**config.mk**
```make
export PLATFORM = sky130hd
export DESIGN_NAME = sha1_message_digest_unit
export DESIGN_NICKNAME = d
export VERILOG_FILES = /design/src/hdl/sha1_pkg.sv /design/src/hdl/sha1_core.sv /design/src/hdl/sha1_message_digest_unit.sv
export SDC_FILE = /design/constraint.sdc
export NUM_CORES = 2
export LEC_CHECK = 0
export ABC_AREA = 1
export BUFFER_PORTS_ARGS = -buffer_cell sky130_fd_sc_hd__clkbuf_2
export CORE_MARGIN = 2
export CORE_UTILIZATION = 51
export CTS_CLUSTER_DIAMETER = 50
export CTS_CLUSTER_SIZE = 30
export DETAILED_ROUTE_END_ITERATION = 10
export PLACE_DENSITY = 0.66
export SLEW_MARGIN = 20
export SYNTH_ARGS = -nofsm -noshare
export SYNTH_HDL_FRONTEND = slang
export SYNTH_SLANG_ARGS = --single-unit
export TNS_END_PERCENT = 100
```
**constraint.sdc**
```tcl
create_clock -name i_clk -period 14.82 [get_ports i_clk]
set_input_delay 0.741 -clock i_clk [delete_from_list [all_inputs] [get_ports i_clk]]
set_output_delay 0.741 -clock i_clk [all_outputs]
set_load 0.1 [all_outputs]
```
**src/hdl/sha1_pkg.sv**
```systemverilog
package sha1_pkg;

    typedef logic [31:0] t_word;
    // Entry 0 holds H0 / a, entry 4 holds H4 / e.
    typedef logic [4:0][31:0] t_hash;

    // Byte intake and control toward the compression core.
    typedef struct packed {
        logic       push;   // shift one byte into the block
        logic       last;   // byte completes the 64-byte block, start rounds
        logic       init;   // reload the chaining hash with the initial value
        logic [7:0] data;
    } t_core_ctl;

    typedef struct packed {
        logic busy;         // rounds or fold in progress
    } t_core_sts;

    localparam t_hash HASH_INIT = {
        32'hc3d2e1f0, 32'h10325476, 32'h98badcfe, 32'hefcdab89, 32'h67452301
    };

    localparam logic [3:0][31:0] ROUND_K = {
        32'hca62c1d6, 32'h8f1bbcdc, 32'h6ed9eba1, 32'h5a827999
    };

    localparam int unsigned ROUNDS      = 80;
    localparam logic [6:0]  LAST_ROUND  = 7'(ROUNDS - 1);
    localparam logic [5:0]  LAST_FILL   = 6'd63;
    localparam logic [5:0]  LEN_FILL    = 6'd56;
    localparam logic [7:0]  PAD_MARK    = 8'h80;

    // Round function groups, twenty rounds each.
    localparam logic [1:0] F_CHOOSE   = 2'd0;
    localparam logic [1:0] F_PARITY   = 2'd1;
    localparam logic [1:0] F_MAJORITY = 2'd2;
    localparam logic [1:0] F_PARITY2  = 2'd3;

    function automatic t_word round_f(input logic [1:0] grp, input t_word b,
                                      input t_word c, input t_word d);
        t_word f;
        unique case (grp)
            F_CHOOSE:   f = (b & c) | (~b & d);
            F_MAJORITY: f = (b & c) | (b & d) | (c & d);
            F_PARITY,
            F_PARITY2:  f = b ^ c ^ d;
            default:    f = b ^ c ^ d;
        endcase
        return f;
    endfunction

endpackage

```
**src/hdl/sha1_core.sv**
```systemverilog
module sha1_core (
    input  logic                  i_clk,
    input  logic                  i_rst_n,
    input  sha1_pkg::t_core_ctl   i_ctl,
    output sha1_pkg::t_core_sts   o_sts,
    output sha1_pkg::t_hash       o_hash
);

    localparam logic [1:0] C_IDLE = 2'd0;
    localparam logic [1:0] C_RUN  = 2'd1;
    localparam logic [1:0] C_FIN  = 2'd2;

    logic [1:0]           r_state, n_state;
    logic [6:0]           r_round, n_round;
    sha1_pkg::t_hash      r_hash;
    sha1_pkg::t_word      r_a, r_b, r_c, r_d, r_e;
    sha1_pkg::t_word      r_w [16];

    logic [1:0]           grp;
    sha1_pkg::t_word      f_val;
    sha1_pkg::t_word      tmp;
    sha1_pkg::t_word      w_next;

    always_comb begin
        priority if (r_round < 7'd20) begin
            grp = sha1_pkg::F_CHOOSE;
        end else if (r_round < 7'd40) begin
            grp = sha1_pkg::F_PARITY;
        end else if (r_round < 7'd60) begin
            grp = sha1_pkg::F_MAJORITY;
        end else begin
            grp = sha1_pkg::F_PARITY2;
        end
    end

    // Window holds W[t..t+15]; the expansion runs ahead by sixteen words.
    assign w_next = r_w[13] ^ r_w[8] ^ r_w[2] ^ r_w[0];
    assign f_val  = sha1_pkg::round_f(grp, r_b, r_c, r_d);
    assign tmp    = {r_a[26:0], r_a[31:27]} + f_val + r_e + r_w[0]
                    + sha1_pkg::ROUND_K[grp];

    always_comb begin
        n_state = r_state;
        n_round = r_round;
        unique case (r_state)
            C_IDLE: begin
                if (i_ctl.push && i_ctl.last) begin
                    n_state = C_RUN;
                    n_round = '0;
                end
            end
            C_RUN: begin
                n_round = r_round + 7'd1;
                if (r_round == sha1_pkg::LAST_ROUND) begin
                    n_state = C_FIN;
                end
            end
            C_FIN:   n_state = C_IDLE;
            default: n_state = C_IDLE;
        endcase
    end

    always_ff @(posedge i_clk) begin
        if (!i_rst_n) begin
            r_state <= C_IDLE;
            r_round <= '0;
            r_hash  <= sha1_pkg::HASH_INIT;
        end else begin
            r_state <= n_state;
            r_round <= n_round;
            if (i_ctl.init) begin
                r_hash <= sha1_pkg::HASH_INIT;
            end else if (r_state == C_FIN) begin
                r_hash[0] <= r_hash[0] + r_a;
                r_hash[1] <= r_hash[1] + r_b;
                r_hash[2] <= r_hash[2] + r_c;
                r_hash[3] <= r_hash[3] + r_d;
                r_hash[4] <= r_hash[4] + r_e;
            end
        end
    end

    // Datapath: byte packing, schedule window, working variables.
    always_ff @(posedge i_clk) begin
        if (i_ctl.push) begin
            for (int i = 0; i < 15; i++) begin
                r_w[i] <= {r_w[i][23:0], r_w[i+1][31:24]};
            end
            r_w[15] <= {r_w[15][23:0], i_ctl.data};
        end else if (r_state == C_RUN) begin
            for (int i = 0; i < 15; i++) begin
                r_w[i] <= r_w[i+1];
            end
            r_w[15] <= {w_next[30:0], w_next[31]};
        end
        if (r_state == C_IDLE && i_ctl.push && i_ctl.last) begin
            r_a <= r_hash[0];
            r_b <= r_hash[1];
            r_c <= r_hash[2];
            r_d <= r_hash[3];
            r_e <= r_hash[4];
        end else if (r_state == C_RUN) begin
            r_a <= tmp;
            r_b <= r_a;
            r_c <= {r_b[1:0], r_b[31:2]};
            r_d <= r_c;
            r_e <= r_d;
        end
    end

    assign o_sts.busy = (r_state != C_IDLE);
    assign o_hash     = r_hash;

`ifndef SYNTHESIS
    ap_no_push_busy: assert property (@(posedge i_clk) disable iff (!i_rst_n)
        i_ctl.push |-> r_state == C_IDLE)
        else $error("byte pushed while rounds in progress");

    ap_round_range: assert property (@(posedge i_clk) disable iff (!i_rst_n)
        r_state == C_RUN |-> r_round <= sha1_pkg::LAST_ROUND)
        else $error("round counter past last round");

    ap_fold_after_last: assert property (@(posedge i_clk) disable iff (!i_rst_n)
        (r_state == C_RUN && r_round == sha1_pkg::LAST_ROUND) |=> r_state == C_FIN)
        else $error("fold did not follow the last round");

    ap_init_idle: assert property (@(posedge i_clk) disable iff (!i_rst_n)
        i_ctl.init |-> r_state == C_IDLE)
        else $error("hash reload during compression");
`endif

endmodule

```
**src/hdl/sha1_message_digest_unit.sv**
```systemverilog
// Channel   Direction  Handshake                    Payload
// input     in         i_in_valid / o_in_ready      i_msg_byte, i_byte_present,
//                                                   i_end_of_message
// output    out        o_out_valid / i_out_ready    o_digest_word, o_word_index,
//                                                   o_last_word
//
// Intake: a data byte is taken on each handshake. The 64th byte of a block
//   starts the compression in sha1_core: 80 rounds through one shared round
//   adder, one round per cycle, then a fold step; o_in_ready stays low until
//   the fold is done, so no new byte is taken while a block is compressed.
// End of message: padding bytes are pushed one per cycle while the core is
//   idle (0x80, zeros, then the 8 length bytes), with one or two compressions,
//   after which the five digest words go out, one transaction each.
// Reset: i_rst_n, synchronous, active low; loads the initial chaining value
//   and clears the byte count and bit length.
// Stalls: a held o_out_valid keeps o_in_ready low; no new message starts
//   until the fifth word transaction completes.
module sha1_message_digest_unit (
    input  logic        i_clk,
    input  logic        i_rst_n,
    input  logic        i_in_valid,
    output logic        o_in_ready,
    input  logic [7:0]  i_msg_byte,
    input  logic        i_byte_present,
    input  logic        i_end_of_message,
    output logic        o_out_valid,
    input  logic        i_out_ready,
    output logic [31:0] o_digest_word,
    output logic [2:0]  o_word_index,
    output logic        o_last_word
);

    // Sequencer states: take bytes, pad marker, zero fill, length, emit.
    localparam logic [2:0] ST_IN   = 3'd0;
    localparam logic [2:0] ST_MARK = 3'd1;
    localparam logic [2:0] ST_ZERO = 3'd2;
    localparam logic [2:0] ST_LEN  = 3'd3;
    localparam logic [2:0] ST_OUT  = 3'd4;

    localparam logic [2:0] LAST_IDX = 3'd4;

    logic [2:0]           r_state, n_state;
    logic [5:0]           r_fill, n_fill;     // bytes held in current block
    logic [63:0]          r_bitlen, n_bitlen; // message length in bits
    logic [2:0]           r_widx, n_widx;     // digest word being sent

    sha1_pkg::t_core_ctl  ctl;
    sha1_pkg::t_core_sts  sts;
    sha1_pkg::t_hash      hash;

    logic                 in_ready;
    logic                 out_valid;

    sha1_core u_core (
        .i_clk   (i_clk),
        .i_rst_n (i_rst_n),
        .i_ctl   (ctl),
        .o_sts   (sts),
        .o_hash  (hash)
    );

    always_comb begin
        n_state   = r_state;
        n_fill    = r_fill;
        n_bitlen  = r_bitlen;
        n_widx    = r_widx;
        ctl       = '0;
        in_ready  = 1'b0;
        out_valid = 1'b0;
        unique case (r_state)
            ST_IN: begin
                in_ready = !sts.busy;
                if (i_in_valid && in_ready) begin
                    if (i_byte_present) begin
                        ctl.push = 1'b1;
                        ctl.data = i_msg_byte;
                        ctl.last = (r_fill == sha1_pkg::LAST_FILL);
                        n_fill   = r_fill + 6'd1;
                        n_bitlen = r_bitlen + 64'd8;
                    end
                    if (i_end_of_message) begin
                        n_state = ST_MARK;
                    end
                end
            end
            ST_MARK: begin
                if (!sts.busy) begin
                    ctl.push = 1'b1;
                    ctl.data = sha1_pkg::PAD_MARK;
                    ctl.last = (r_fill == sha1_pkg::LAST_FILL);
                    n_fill   = r_fill + 6'd1;
                    n_state  = ST_ZERO;
                end
            end
            ST_ZERO: begin
                if (!sts.busy) begin
                    if (r_fill == sha1_pkg::LEN_FILL) begin
                        n_state = ST_LEN;
                    end else begin
                        ctl.push = 1'b1;
                        ctl.data = 8'h00;
                        ctl.last = (r_fill == sha1_pkg::LAST_FILL);
                        n_fill   = r_fill + 6'd1;
                    end
                end
            end
            ST_LEN: begin
                // Length goes out MSB first; shifting empties the counter.
                ctl.push = 1'b1;
                ctl.data = r_bitlen[63:56];
                ctl.last = (r_fill == sha1_pkg::LAST_FILL);
                n_fill   = r_fill + 6'd1;
                n_bitlen = {r_bitlen[55:0], 8'h00};
                if (r_fill == sha1_pkg::LAST_FILL) begin
                    n_state = ST_OUT;
                end
            end
            ST_OUT: begin
                out_valid = !sts.busy;
                if (out_valid && i_out_ready) begin
                    if (r_widx == LAST_IDX) begin
                        ctl.init = 1'b1;
                        n_widx   = '0;
                        n_fill   = '0;
                        n_bitlen = '0;
                        n_state  = ST_IN;
                    end else begin
                        n_widx = r_widx + 3'd1;
                    end
                end
            end
            default: n_state = ST_IN;
        endcase
    end

    always_ff @(posedge i_clk) begin
        if (!i_rst_n) begin
            r_state  <= ST_IN;
            r_fill   <= '0;
            r_bitlen <= '0;
            r_widx   <= '0;
        end else begin
            r_state  <= n_state;
            r_fill   <= n_fill;
            r_bitlen <= n_bitlen;
            r_widx   <= n_widx;
        end
    end

    assign o_in_ready    = in_ready;
    assign o_out_valid   = out_valid;
    assign o_digest_word = hash[r_widx];
    assign o_word_index  = r_widx;
    assign o_last_word   = (r_widx == LAST_IDX);

`ifndef SYNTHESIS
    ap_len_in_tail: assert property (@(posedge i_clk) disable iff (!i_rst_n)
        r_state == ST_LEN |-> r_fill >= sha1_pkg::LEN_FILL)
        else $error("length bytes outside block tail");

    ap_out_core_idle: assert property (@(posedge i_clk) disable iff (!i_rst_n)
        o_out_valid |-> (!sts.busy && r_state == ST_OUT))
        else $error("digest shown while compression runs");

    ap_msg_restart: assert property (@(posedge i_clk) disable iff (!i_rst_n)
        (o_out_valid && i_out_ready && o_last_word)
        |=> (r_state == ST_IN && r_fill == '0 && r_bitlen == '0))
        else $error("message state not cleared after digest");

    ap_widx_range: assert property (@(posedge i_clk) disable iff (!i_rst_n)
        r_widx <= LAST_IDX)
        else $error("digest word index out of range");
`endif

endmodule

```
; Word-level counts from Yosys, hierarchy flattened
; Memory sizes are Yosys's and may differ from the RTL's.
; Index checks and enable logic that the tools add are counted.
[op_classes]
n_lt_le_gt_ge = 5
n_eq_ne = 25
add_sub_neg = 13
reduce_logical = 22
muxes = 82
bitwise_logic = 30
[op_table]
columns = op, n
row1 = $mux 32, 28
row2 = $add 32x32->32, 9
row3 = $mux 64, 4
row4 = $pmux 64 s3, 1
row5 = $xor 32x32->32, 5
row6 = $and 32x32->32, 4
row7 = $bmux 32 s3, 1
row8 = $or 32x32->32, 3
row9 = $pmux 32 s3, 1
row10 = $add 64x4->64 const B, 1
row11 = $bmux 32 s2, 1
row12 = $mux 6, 7
row13 = $not 32->32, 1
row14 = $pmux 6 s5, 1
row15 = $mux 3, 9
row16 = $mux 8, 3
row17 = $pmux 8 s3, 1
row18 = $ne 2x2->1 const B, 10
row19 = $mux 2, 9
row20 = $or 1x1->1, 16
row21 = $reduce_and 8->1, 2
row22 = $pmux 3 s5, 1
row23 = $lt 7x6->1 const B, 2
row24 = $pmux 7 s2, 1
row25 = other kinds (29), 56
[word_totals]
ram_bits = 512
elab_cells = 194
output_inout_bits = 38
register_bits = 405
n_memories = 1
[mem_list]
columns = memory, words, word_bits, rd, rd_ports_with_merged_regs, write_ports, line
row1 = u_core.r_w, 16, 32, 16, 0, 16, sha1_core.sv:17  ; sha1_pkg::t_word r_w [16];

; Logic depth before layout (Yosys ltp)
[logic_depth]
word_depth = 13
ltp_mapped = 27
mapped_depth_nobuf = 25

; Modules after synthesis
; Synthesis repeated with hierarchy kept, for this count alone.
[hier_totals]
cells_unflattened = 7043
hier_area_um2 = 58391.0
[modules_own_cells]
columns = module, area_per_inst_um2, cells_each, instances, seq_area_each_um2
row1 = sha1_core, 51632.0, 5856, 1, 23562.6
row2 = sha1_message_digest_unit, 6759.0, 1187, 1, 1461.4

; Worst setup path after synthesis
; OpenSTA, ideal clock, no wires.
[synth_path]
path_kind = in2reg
from = in i_byte_present
to = mem u_core.r_w[0][0] (netlist name) (enable)
setup_time_ns = 3.688
t_arrival_ns = 9.875
slack_ns = 1.257
path_stages = 8
cell_sequence = nand3_1 > nor2_4 > nor3_2 > nand2_2 > inv_1 > buf_2 > buf_2 > nand2_1
[synth_lines]
columns = item, line
row1 = from (decl), sha1_message_digest_unit.sv:24  ; input logic i_byte_present,
row2 = to (decl), sha1_core.sv:17

; Final worst setup path
[layout_path]
from = reg u_core.r_round[4]
to = reg u_core.r_a[29] (data pin)
[layout_between]
elab_chain_len = 13
elab_cells_between_ends = 20
[layout_rtl]
columns = item, line
row1 = from (decl), sha1_core.sv:14  ; logic [6:0] r_round, n_round;
row2 = from (signal assigned), sha1_core.sv:70  ; r_round <= n_round;
row3 = $lt 7x6->1, sha1_core.sv:29  ; end else if (r_round < 7'd60) begin
row4 = $mux 1, sha1_core.sv:29
row5 = $mux 2, sha1_core.sv:27  ; end else if (r_round < 7'd40) begin
row6 = $mux 2 (*), sha1_core.sv:25  ; priority if (r_round < 7'd20) begin
row7 = $eq 2x1->1 / $eq 2x2->1 (equally long branches), sha1_pkg.sv:42  ; unique case (grp)
row8 = $reduce_or 2->1, sha1_pkg.sv:42
row9 = $pmux 32 s3, sha1_pkg.sv:42
row10 = $add 32x32->32 (3 in a row), sha1_core.sv:39  ; assign tmp = {r_a[26:0], r_a[31:27]} + f_val + r_e + r_w[0]
row11 = $add 32x32->32 (*), sha1_core.sv:40  ; + sha1_pkg::ROUND_K[grp];
row12 = $mux 32 (*), sha1_core.sv:102  ; end else if (r_state == C_RUN) begin
row13 = $mux 32 (*), sha1_core.sv:96  ; if (r_state == C_IDLE && i_ctl.push && i_ctl.last) begin
row14 = to (signal assigned), sha1_core.sv:97  ; r_a <= r_hash[0];
row15 = to (signal assigned), sha1_core.sv:103  ; r_a <= tmp;
row16 = to (decl), sha1_core.sv:16  ; sha1_pkg::t_word r_a, r_b, r_c, r_d, r_e;
; Every way passes the cells marked *; elsewhere a longest branch is shown, timed or not. The select of a mux whose other input is x is not followed.
; A chain may end at the register's enable or synchronous reset.

==> results_dict.tcl <==
set metrics [dict create \
    status "finished, final reports clean" \
    path_class "reg -> reg" \
    synth_area_um2 58780 \
    synthArstFlopShare 0 \
    post-place-ws_ns 8.785 \
    power.switching_w 0.004425 \
    drive_above_1_share 0.07472 \
    pwr_density_cell_nw_per_um2 181.0 \
    relSlewSlack 0.2861 \
    dieArea_um2 118000 \
    drt-initial-drc-count 5116 \
    cts_buffer_depth 3 \
    share_comb_of_total_power 0.330 \
    postSynthRegisterBits 914 \
    postRouteAntennaNets 0 \
    seq_power_share 0.414 \
    crit_path_end_kind "flop" \
    rows 124 \
    synthCells 6967 \
    synth.distinct_cells 51 \
    total_power_w 0.01162 \
    yosysWarningCount 0 \
    insertion_delay_ns 0.75 \
    clock_skew_ns 0.03541 \
    routed_via_density 5.725 \
    seq_area_frac_synth 0.4257 \
    wl_per_cell_um 22.66 \
    ff2ff_path_depth 21 \
    ys.flop_type "edfxtp_1" \
    worstPathArrival_ns 6.61 \
    vias 48968 \
    area_delta_synth_final_pct 9.240 \
    start_util 0.5141 \
    drv_cap 0 \
    clkSinkCount 914 \
    clk_pin_slew_worst_paths_ns 0.07 \
    peakVddDrop_mv 0.2121 \
    track_usage 0.3247 \
    cp_data_required_time_ns 15.30 \
    place_congestion 1.072 \
    synth_top_cell_by_area "edfxtp_1" \
    synth.most_common_cell "nand2_1" \
    tightestPinTransition_ns 1.071 \
    whs_path_depth 3 \
    fill_cells 10593 \
    grt_max_degree 172 \
    cts_tree "yes" \
    intPower_w 0.007195 \
    die_x_um 343.5 \
    coreArea_um2 114300 \
    rsz0062_at_grt "no" \
    synth_area_per_cell_um2 8.437 \
    synth_area_leaders "edfxtp_1, nand2_1, dfxtp_1" \
    pin_count 52 \
    grt_pass1_wl_mm 287.4 \
    routed_wl_mm 193.9 \
    drcViolationCount 0 \
    grt_overflow 0 \
    setup_viol 0 \
    final_cells 8554 \
    cp-start-kind "flop" \
    firstDrtPassIters 6 \
    cts_resized 0 \
    fp.dieH_um 343.5 \
    synth-edff-count 672 \
    cts_hold_buffers 0 \
    place_inst 8333 \
    first_global_vias 45817 \
    hold_class "in -> reg" \
    finalWorstSetupSlack_ns 8.697 \
    synth_top_area_frac 0.3433 \
    min_period_ns 6.123 \
    post_cts_buffers 0 \
    p_clk_frac 0.256 \
    cellLeakagePower_nw 27.51 \
    slew_viol_final 0 \
    crit_fanout 21 \
    fmax_mhz 163.3 \
    fin_nets 7305 \
    cts_max_level 3 \
    swShare 0.3808 \
    io_buffers 51 \
    synth_common_cells "nand2_1, inv_1, edfxtp_1" \
    cts_buffers 115 \
    hold_viol_final 0 \
    antenna_found_initial 6 \
    syn-num-nets 7334 \
    tns_ns 0 \
    clockRootBuffer "clkbuf_16" \
    period_share 0.4132 \
    dp_hpwl_mm 146.0 \
]
worst max-delay path, cell delays in order (launching register included):
cell	delay [ns]
dfxtp_1	0.48
nand2_1	0.12
nand3_1	0.10
buf_4	0.30
inv_1	0.43
nor2_1	0.72
inv_1	0.17
nand2_1	0.31
fa_1	0.51
fa_1	0.53
inv_1	0.07
fa_1	0.51
inv_1	0.05
ha_1	0.35
a21oi_1	0.28
o21ai_0	0.21
a21oi_1	0.27
nor2_1	0.08
nor2_1	0.12
nand3_1	0.09
nand3_1	0.09
nand2_1	0.06
cell type report:
| type | instances | area (um^2) | area share |
|---|---|---|---|
| antenna | 2 | 5.005 | 0.00007794 |
| clock buffer | 124 | 2953 | 0.04598 |
| clock inverter | 95 | 1154 | 0.01797 |
| inverter | 910 | 3431 | 0.05343 |
| multi-input combinational | 4906 | 29160 | 0.4541 |
| sequential | 914 | 25030 | 0.3898 |
| tap | 1512 | 1892 | 0.02946 |
| timing repair buffer | 91 | 593.1 | 0.009236 |
cells by family after synthesis:
logic type,Yosys count,synth area share
compound gates,1302,0.1172
xor+xnor,182,0.02712
fa+ha+maj,353,0.09110
buf+inv,1147,0.07965
flops,914,0.4257
mux,286,0.06628
simple gates,2783,0.1930
registers in the layout, summed over array words and instances (netlist names), 6 cells and up:
signal / flops
u_core.r_e: 32
r_bitlen: 61
u_core.r_w: 512
u_core.r_c: 32
r_fill: 6
u_core.r_a: 32
u_core.o_hash: 160
u_core.r_d: 32
u_core.r_b: 32
u_core.r_round: 7
power by group through the flow:
stage | registers [W] | clock network, W | logic, W
floorplan | 0.00484 | 0 | 0.00265
global placement | 0.00483 | 0 | 0.00377
detailed placement | 0.00486 | 0 | 0.00382
CTS | 0.00482 | 0.00301 | 0.00384
global route | 0.00492 | 0.00311 | 0.00425
finish | 0.00482 | 0.00297 | 0.00383
through the flow:
step / area, um^2 / hold WS, ns / utilization
finish: 64210 / 0.3695 / 0.5616
global route: 64210 / 0.3605 / 0.5615
CTS: 64210 / 0.3384 / 0.5615
detailed placement: 60100 / 0.4824 / 0.5256
global placement: 60100 / 0.4715 / 0.5256
floorplan: 58780 / 0.4463 / -
routing by layer:
layer	part of all wire	routed length (um)	track usage	vias to the layer above
li1	-	-	-	23164
met1	0.43	82700	0.4528	23331
met2	0.44	85130	0.4969	2079
met3	0.091	17640	0.06764	388
met4	0.043	8347	0.1245	6
met5	0.00019	37	0	-
path summary, 6_finish.rpt:
check / from / to / slack (ns)
max: u_core.r_round[4]$_SDFFE_PN0P_ / u_core.r_a[29]$_DFFE_PP_ / 8.70
min: i_msg_byte[6] / u_core.r_w[15][6]$_DFFE_PP_ / 0.37
min reg2reg: u_core.o_hash[64]$_SDFFE_PP0N_ / u_core.o_hash[64]$_SDFFE_PP0N_ / 0.49
max reg2reg: u_core.r_round[4]$_SDFFE_PN0P_ / u_core.r_a[29]$_DFFE_PP_ / 8.70
cells in the final DEF (no fill, tap or decap), drive strengths merged, types with 2 or more instances in the layout:
master / Yosys / final
a211oi: 24 / 24
a21boi: 6 / 6
a21o: 8 / 8
a21oi: 545 / 545
a22oi: 7 / 7
a31oi: 4 / 4
and3: 3 / 3
buf: 122 / 40
bufinv: 0 / 7
clkbuf: 115 / 175
clkinv: 1 / 39
clkinvlp: 0 / 7
dfxtp: 242 / 242
diode: 0 / 2
edfxtp: 672 / 672
fa: 125 / 125
ha: 228 / 228
inv: 909 / 952
mux2: 286 / 286
nand2: 1757 / 1757
nand2b: 3 / 3
nand3: 337 / 337
nand3b: 21 / 21
nand4: 56 / 56
nor2: 488 / 488
nor3: 85 / 85
nor3b: 7 / 7
nor4: 9 / 9
o211ai: 20 / 20
o21a: 14 / 14
o21ai: 613 / 613
o21bai: 37 / 37
o221ai: 15 / 15
o22ai: 6 / 6
or2: 15 / 15
xnor2: 114 / 114
xor2: 68 / 68
Note: power is estimated with default switching activity, not from simulation.
